### config.mk
export PLATFORM = sky130hd
export DESIGN_NAME = length_prefixed_message_deframer_unit
export DESIGN_NICKNAME = d
export VERILOG_FILES = /design/src/hw/rtl/lpmd_pkg.sv /design/src/hw/rtl/lpmd_parser.sv /design/src/hw/rtl/lpmd_out_reg.sv /design/src/hw/rtl/length_prefixed_message_deframer_unit.sv
export SDC_FILE = /design/constraint.sdc
export NUM_CORES = 1
export LEC_CHECK = 0
export ABC_CLOCK_PERIOD_IN_PS = 9750
export BUFFER_PORTS_ARGS = -buffer_cell sky130_fd_sc_hd__clkbuf_2
export CAP_MARGIN = 20
export CELL_PAD_IN_SITES_DETAIL_PLACEMENT = 1
export CELL_PAD_IN_SITES_GLOBAL_PLACEMENT = 1
export CORE_MARGIN = 1.5
export CORE_UTILIZATION = 47
export DETAILED_ROUTE_END_ITERATION = 8
export GPL_TIMING_DRIVEN = 0
export PLACE_DENSITY = 0.84
export SLEW_MARGIN = 20
export SYNTH_ARGS = -nofsm -noshare
export SYNTH_HDL_FRONTEND = slang
export SYNTH_SLANG_ARGS = --single-unit
### constraint.sdc
create_clock -name clk -period 9.75 [get_ports clk]
set_clock_uncertainty 0.1 [all_clocks]
set_input_delay 0.975 -clock clk [delete_from_list [all_inputs] [get_ports clk]]
set_output_delay 0.975 -clock clk [all_outputs]
set_load 0.01 [all_outputs]
### src/hw/rtl/lpmd_pkg.sv
// shared types and constants for the length-prefixed message deframer
`timescale 1ns / 1ps
package lpmd_pkg;

	localparam int unsigned LEN_BYTES = 4;           // length field bytes, counted in the length
	localparam int unsigned LEN_W = 32;              // length field width
	localparam int unsigned CNT_W = $clog2(LEN_BYTES) + 1;

	typedef enum logic [1:0] {
		ROLE_TYPE    = 2'd0,
		ROLE_LENGTH  = 2'd1,
		ROLE_PAYLOAD = 2'd2
	} byte_role_t;

	typedef struct packed {
		logic             malformed;
		logic             frame_end;
		logic [LEN_W-1:0] payload_length;
		logic [7:0]       frame_type;
		byte_role_t       byte_role;
		logic [7:0]       data_byte;
	} result_t;

endpackage

### src/hw/rtl/lpmd_parser.sv
// frame parser: header state and per-byte labeling
`timescale 1ns / 1ps
module lpmd_parser (
	input  logic              clk,
	input  logic              arst_n,
	input  logic              take,
	input  logic [7:0]        in_byte,
	input  logic              startup_frame,
	output lpmd_pkg::result_t result
);
	import lpmd_pkg::*;

	typedef enum logic [1:0] {
		PH_IDLE    = 2'd0,
		PH_HEADER  = 2'd1,
		PH_PAYLOAD = 2'd2
	} phase_t;

	localparam logic [LEN_W-1:0] LEN_MIN = LEN_W'(LEN_BYTES);
	localparam logic [CNT_W-1:0] CNT_LAST = CNT_W'(LEN_BYTES);

	phase_t             phase_q, phase_d;
	logic [CNT_W-2:0]   hc_q, hc_d;
	logic [7:0]         type_q, type_d;
	logic [LEN_W-1:0]   ls_q, ls_d;
	logic [LEN_W-1:0]   rem_q, rem_d;

	// length-byte path, shared by header bytes and the first byte of a startup frame
	logic               in_header;
	logic [CNT_W-2:0]   hc_base;
	logic [LEN_W-1:0]   ls_base;
	logic [LEN_W-1:0]   ls_new;
	logic [CNT_W-1:0]   cnt_new;
	logic [LEN_W-1:0]   ls_new_pay;
	logic [LEN_W-1:0]   ls_q_pay;
	logic [LEN_W-1:0]   rem_dec;

	assign in_header  = (phase_q == PH_HEADER);
	assign hc_base    = in_header ? hc_q : '0;
	assign ls_base    = in_header ? ls_q : '0;
	assign ls_new     = {ls_base[LEN_W-9:0], in_byte};
	assign cnt_new    = {1'b0, hc_base} + CNT_W'(1);
	assign ls_new_pay = ls_new - LEN_MIN;
	assign ls_q_pay   = ls_q - LEN_MIN;
	assign rem_dec    = (rem_q != '0) ? rem_q - LEN_W'(1) : rem_q;

	always_comb begin
		phase_d = phase_q;
		hc_d    = hc_q;
		type_d  = type_q;
		ls_d    = ls_q;
		rem_d   = rem_q;

		result.data_byte      = in_byte;
		result.byte_role      = ROLE_TYPE;
		result.frame_type     = '0;
		result.payload_length = '0;
		result.frame_end      = 1'b0;
		result.malformed      = 1'b0;

		unique case (phase_q)
			PH_PAYLOAD: begin
				result.byte_role      = ROLE_PAYLOAD;
				result.frame_type     = type_q;
				result.payload_length = ls_q_pay;
				rem_d = rem_dec;
				if (rem_dec == '0) begin
					result.frame_end = 1'b1;
					phase_d = PH_IDLE;
				end
			end
			default: begin
				// idle (and the unused code) or header
				if (!in_header && !startup_frame) begin
					type_d  = in_byte;
					hc_d    = '0;
					ls_d    = '0;
					rem_d   = '0;
					result.byte_role  = ROLE_TYPE;
					result.frame_type = in_byte;
					phase_d = PH_HEADER;
				end else begin
					if (!in_header) begin
						type_d = '0;
					end
					result.byte_role  = ROLE_LENGTH;
					result.frame_type = in_header ? type_q : 8'd0;
					ls_d  = ls_new;
					hc_d  = cnt_new[CNT_W-2:0];
					rem_d = in_header ? rem_q : '0;
					if (cnt_new != CNT_LAST) begin
						phase_d = PH_HEADER;
					end else begin
						hc_d = '0;
						if (ls_new < LEN_MIN) begin
							// short length field: frame ends on its last header byte
							result.frame_end = 1'b1;
							result.malformed = 1'b1;
							rem_d   = '0;
							phase_d = PH_IDLE;
						end else begin
							rem_d = ls_new_pay;
							result.payload_length = ls_new_pay;
							if (ls_new_pay == '0) begin
								result.frame_end = 1'b1;
								phase_d = PH_IDLE;
							end else begin
								phase_d = PH_PAYLOAD;
							end
						end
					end
				end
			end
		endcase
	end

	always_ff @(posedge clk or negedge arst_n) begin
		if (!arst_n) begin
			phase_q <= PH_IDLE;
			hc_q    <= '0;
			type_q  <= '0;
			ls_q    <= '0;
			rem_q   <= '0;
		end else if (take) begin
			phase_q <= phase_d;
			hc_q    <= hc_d;
			type_q  <= type_d;
			ls_q    <= ls_d;
			rem_q   <= rem_d;
		end
	end

endmodule

### src/hw/rtl/lpmd_out_reg.sv
// result register with stream handshake toward the consumer
`timescale 1ns / 1ps
module lpmd_out_reg (
	input  logic              clk,
	input  logic              arst_n,
	input  logic              load,
	input  lpmd_pkg::result_t result,
	output logic              space,
	input  logic              out_ready,
	output logic              out_valid,
	output lpmd_pkg::result_t out_result
);
	import lpmd_pkg::*;

	logic    valid_q;
	result_t data_q;

	assign space      = !valid_q || out_ready;
	assign out_valid  = valid_q;
	assign out_result = data_q;

	always_ff @(posedge clk or negedge arst_n) begin
		if (!arst_n) begin
			valid_q <= 1'b0;
		end else if (space) begin
			valid_q <= load;
		end
	end

	always_ff @(posedge clk) begin
		if (load) begin
			data_q <= result;
		end
	end

endmodule

### src/hw/rtl/length_prefixed_message_deframer_unit.sv
// top level of the length-prefixed message deframer
`timescale 1ns / 1ps
// Splits a byte stream into length-prefixed messages, one byte per item. A normal
// frame is a type byte, a 4-byte big-endian length that counts its own four bytes,
// then length-4 payload bytes; a startup frame (s_tuser high on its first byte)
// has no type byte and reports type 0. Every input item yields exactly one output
// item labeling the byte's role with the frame type and payload length; m_tlast
// marks the last byte of a frame, and a length below 4 ends the frame after its
// header with the malformed flag set. Throughput is one item per clock while the
// consumer keeps up: the parser state updates in the cycle a byte is taken and
// the result lands in a single output register, valid from the next cycle on.
// s_tready stays high while the output register is empty or being drained, so a
// stalled consumer stalls input only once its one waiting result is still unclaimed.
module length_prefixed_message_deframer_unit (
	input  logic        clk,
	input  logic        arst_n,
	input  logic        s_tvalid,
	output logic        s_tready,
	input  logic [7:0]  s_tdata,   // in_byte
	input  logic [0:0]  s_tuser,   // startup_frame
	output logic        m_tvalid,
	input  logic        m_tready,
	output logic [47:0] m_tdata,   // data_byte [7:0], frame_type [15:8], payload_length [47:16]
	output logic [2:0]  m_tuser,   // byte_role [1:0], malformed [2]
	output logic        m_tlast    // frame_end
);
	import lpmd_pkg::*;

	logic    take;
	logic    space;
	result_t result;
	result_t out_result;

	// an item is taken whenever the result register has room for it
	assign s_tready = space;
	assign take     = s_tvalid && space;

	lpmd_parser u_parser (
		.clk          (clk),
		.arst_n       (arst_n),
		.take         (take),
		.in_byte      (s_tdata),
		.startup_frame(s_tuser[0]),
		.result       (result)
	);

	lpmd_out_reg u_out_reg (
		.clk       (clk),
		.arst_n    (arst_n),
		.load      (take),
		.result    (result),
		.space     (space),
		.out_ready (m_tready),
		.out_valid (m_tvalid),
		.out_result(out_result)
	);

	// pack the result fields onto the stream bus
	assign m_tdata = {out_result.payload_length, out_result.frame_type, out_result.data_byte};
	assign m_tuser = {out_result.malformed, out_result.byte_role};
	assign m_tlast = out_result.frame_end;

endmodule

* Yosys cells after proc, flatten, opt, wreduce, memory -nomap -nowiden
Index checks and enable logic that the tools add are counted.
Storage, ports and cells: bits in registers 129, bits of input ports 13, output and inout port bits 54, logic and storage cells 63
Cells by class: $add $sub $neg 4, $lt $le $gt $ge 1, eq/ne operators 5, muxes and demuxes 27, bitwise logic cells 1, reductions and logical operators 13
Operators by type and width (number):
- 32-bit 2-to-1 mux | 7
- 33-bit 2-to-1 mux | 2
- 32-bit logical NOT | 2
- 32-bit by 3-bit subtractor with 32-bit output (second input constant) | 2
- 43-bit 2-to-1 mux | 1
- 32-bit by 3-bit < comparator with 1-bit output (second input constant) | 1
- 32-bit nonzero test | 1
- 32-bit by 1-bit subtractor with 32-bit output (second input constant) | 1
- 24-bit 2-to-1 mux | 1
- 2-bit 2-to-1 mux | 9
- 8-bit 2-to-1 mux | 2
- 10-bit 2-to-1 mux | 1
- 2-bit AND reduction | 3
- 1-bit 2-to-1 mux | 4
- 4-bit != test (second input constant) | 1
- 2-bit by 1-bit adder with 3-bit output (second input constant) | 1
- 1-bit logical NOT | 3
- 3-bit != test (second input constant) | 1
- 3-bit OR reduction | 1
- 2-bit by 1-bit equality test with 1-bit output (second input constant) | 1
- 2-bit equality test (second input constant) | 1
- 1-bit logical AND | 2
- 2-bit by 1-bit != test with 1-bit output (second input constant) | 1
- 1-bit logical OR | 1
- 1-bit NOT | 1

* Logic depth before layout (Yosys ltp)
word-level depth 9, mapped depth 14, mapped depth without buffers 10

* Hierarchy
A second synthesis with hierarchy kept.
Second synthesis, totals: cells, all modules 845, area, all modules 7820.0 µm²
Modules (own cells, without submodules):
- lpmd_parser | instances 1, cells an instance 789, area an instance 6204.7 µm²
- lpmd_out_reg | instances 1, cells an instance 55, area an instance 1609.0 µm²
- length_prefixed_message_deframer_unit | instances 1, cells an instance 1, area an instance 6.3 µm²

* Least setup slack after synthesis
OpenSTA, ideal clock, no wires.
path kind input -> register, start input s_tdata[4], end register u_out_reg.data_q (netlist bit u_out_reg.out_result[50]), data pin, library setup time 0.142 ns, data arrival time 3.301 ns, path slack 6.208 ns, cell stages on the path 10, path buffers 2, path through clkbuf_1 > nor4_1 > and2_1 > clkbuf_1 > nand3_1 > a31o_2 > nor4b_1 > nand3_1 > o31a_1 > o21ai_2
RTL lines:
- from (decl) | RTL line length_prefixed_message_deframer_unit.sv:19 | input logic [7:0] s_tdata,
- to (signal assigned) | RTL line lpmd_out_reg.sv:32 | data_q <= result;
- to (decl) | RTL line lpmd_out_reg.sv:16 | result_t data_q;

==> results by group <==
Finish
  • Commonest non-fill, non-tap cell in the layout: nand2_1
  • Fraction of layout cells with a size suffix above 1: 0.121
  • Area growth, synth to finish: 15.9%
  • Final non-filler cell area: 9110 um^2
  • # fillers: 1986
  • FF+latch area: 3490 um^2
  • Final core occ: 0.553
  • Final cell count without fillers: 1205
  • Diodes inserted: 0
  • Nets: 991
  • Multi-input gate area in the final layout: 4010 um^2
  • Commonest cells after routing, fill and taps aside: nand2_1 (94), o21ai_0 (92), dfrtp_1 (77), clkbuf_1 (68), clkbuf_2 (66)

Logic synthesis
  • Synthesized flop and latch total: 129
  • Syn Area/Cell: 8.89 um^2
  • Mapped Cells: 885
  • Synth unique cells: 67
  • Sequential element share of the synthesized area: 0.444
  • FFs w/ async S/R, synth: 0.597
  • Area leader, netlist: dfrtp_1
  • Synthesized area: 7860 um^2
  • Top-area cell type share of the netlist area: 0.245
  • EDFF count, synth: 52
  • Mapped Nets: 904
  • Ys flop type: dfrtp_1
  • Top post-synthesis cells by area: dfrtp_1 (25%), edfxtp_1 (20%), o21ai_0 (5.9%), a22o_1 (4.9%), nand2_1 (4.5%)
  • Yosys warning total: 0

Setup path
  • Worst path arrival time: 4.84 ns
  • Reg2reg path depth: 13
  • Most frequent CP cell: clkbuf_1
  • CP max FO: 10
  • Reg-to-Reg Start: u_parser.phase_q[0]
  • Startpoint types: flip-flop
  • Kind of critical path: flip-flop to flip-flop
  • CP peak stage delay: 0.58 ns
  • R2R setup slack: 5.08 ns
  • CP required: 9.92 ns
  • CP max-delay cell: buf_1
  • FF-to-FF End: u_out_reg.out_result[24]
  • CP Cell Sequence: nor2b_1, clkbuf_1, clkbuf_1, clkbuf_1, nand2_1, inv_1, ha_1, nand2_1, nor2b_1, clkbuf_1, buf_1, nand2_1, o21ai_0
  • CP endpoint kind: flip-flop

Placed design
  • HPWL after detailed placement: 21900 um
  • Port Buffers: 66
  • DP Cell Count: 1173
  • GPL Wtd Cong: 0.945
  • Placed Area: 8510 um^2

Clock tree
  • Root Buffer: clkbuf_16
  • Deepest clock path buffer count: 2
  • Setup bufs post-CTS: 0
  • Clock transition at path regs: 0.06 ns
  • CTS Buf Count: 17
  • Clk Latency, worst-skew pair: 0.44 ns
  • H-Tree Depth: 4
  • CTS-repair resized insts: 0
  • # hold bufs at CTS: 0
  • Clock sink count: 129
  • TritonCTS clock tree: done

Drt
  • DR DRC count: 0
  • Routed WL per cell: 25.9 um
  • DR vias/cell: 6.65
  • Drt initial violations: 856
  • Routed via count: 8008
  • WL final: 31200 um
  • Post-route ant nets: 0
  • Router iterations before antenna repair: 6

Floorplan
  • I/O Pins: 67
  • Die X: 132 um
  • Initial Util: 0.478
  • Die area: 17500 um^2
  • Die H: 132 um
  • Core Box Area: 16500 um^2
  • FP Rows: 47

Global route
  • Initial antenna violation count: 1
  • Total GRT Usage: 0.360
  • First-pass GRT wire length: 47700 um
  • GRT Residual Overflow: 0
  • Vias in the first global route: 8050
  • Largest net degree at the start of global routing: 57

Timing
  • Least-Margin Pin Slew: 1.09 ns
  • Final worst path period share: 0.479
  • Final number of setup-violating endpoints: 0
  • RSZ-0062 raised after global routing: no
  • Peak Freq: 214 MHz
  • Post-Route Setup TNS: 0 ns
  • Fin. Hold Viols: 0
  • Final slew viol count: 0
  • Slew HR: 0.270
  • Min Tclk post-route: 4.67 ns

Hold path
  • Hold path startpoint: u_parser.type_q[6]
  • Worst hold stages: 2
  • Worst Hold Class: flip-flop to flip-flop
  • Hold EP: u_parser.type_q[6]

Job
  • Max-cap violations: 0

Pwr
  • Static leakage: 3.58 nW
  • Peak VDD IR: 0.000162 V
  • Power Dens Cells: 373 nW/um^2

Outcome
  • Status: finished clean
==> sequential cells by signal, indices dropped and copies added, names as in the netlist <==
register	flops
u_out_reg.out_result	52
u_out_reg.out_valid	1
u_parser.hc_q	2
u_parser.ls_q	32
u_parser.phase_q	2
u_parser.rem_q	32
u_parser.type_q	8
==> final cells by class <==
| cell class | instances | area share |
|---|---|---|
| clock buffers | 21 | 0.0518 |
| clock inverters | 11 | 0.0141 |
| inverters | 18 | 0.00769 |
| multi-input cells | 661 | 0.440 |
| flip-flops and latches | 129 | 0.383 |
| repair buffers | 68 | 0.0401 |
| well taps | 220 | 0.0302 |
| plain buffers | 77 | 0.0338 |
==> critical path: cells and delay by family, from the launching register on <==
family                     cells  cell delay [ns]
DFF                            1             0.43
adders and majority gates      1             0.30
buffers and inverters          6             2.47
and+or+nand+nor                5             1.03
AOI/OAI and AO/OA              1             0.16
==> per-stage QoR <==
step,setup slack [ns],hold slack [ns],power (mW)
floorplan,6.21,0.350,2.05
global placement,5.07,0.362,2.61
detailed placement,5.31,0.373,2.65
CTS,5.26,0.389,3.34
global route,4.85,0.425,3.57
finish,5.08,0.387,3.40
==> Yosys cell counts (all sizes together), types with 11 or more instances <==
master,n
nor2,64
a21oi,40
xnor2,20
a31oi,11
dfrtp,77
edfxtp,52
nand2b,18
o21ai,94
nor4,24
a22o,44
or4,17
nand2,94
nor3,31
inv,18
o22ai,15
clkbuf,67
xor2,19
nand3,23
==> kinds of logic after synthesis <==
group	synth area share
compound gates	0.236
xor+xnor	0.0434
fa+ha+maj	0.00955
buf+inv	0.0477
flops	0.444
mux	0.00127
simple gates	0.218
==> per-layer routing <==
layer | vias to the layer above | routed length (um) | part of all wire | global-route usage
li1 | 3491 | - | - | -
met1 | 4024 | 12900 | 0.41 | 0.477
met2 | 396 | 14900 | 0.48 | 0.581
met3 | 97 | 2090 | 0.067 | 0.0573
met4 | 0 | 1360 | 0.044 | 0.172
met5 | - | 0 | 0 | 0
==> how the worst max path moves through the flow <==
stage / startpoint / end / slack [ns] / cells past startpoint
6_report: u_parser.phase_q[0] / u_out_reg.out_result[24] / 5.08 / 13
5_1_grt: u_parser.phase_q[0] / u_parser.rem_q[15] / 4.85 / 14
4_1_cts: u_parser.phase_q[0] / u_parser.rem_q[15] / 5.26 / 14
3_5_place_dp: u_parser.phase_q[0] / u_parser.rem_q[15] / 5.31 / 14
3_3_place_gp: m_tready / u_parser.rem_q[2] / 5.07 / 8
2_1_floorplan: s_tdata[4] / u_out_reg.out_result[50] / 6.21 / 10
==> where the power goes <==
group | switching [mW] | internal [mW]
clock | 0.261 | 0.401
combinational | 1.28 | 0.596
sequential | 0.138 | 0.724
total | 1.68 | 1.72
Power figures use the tool's default switching activity.
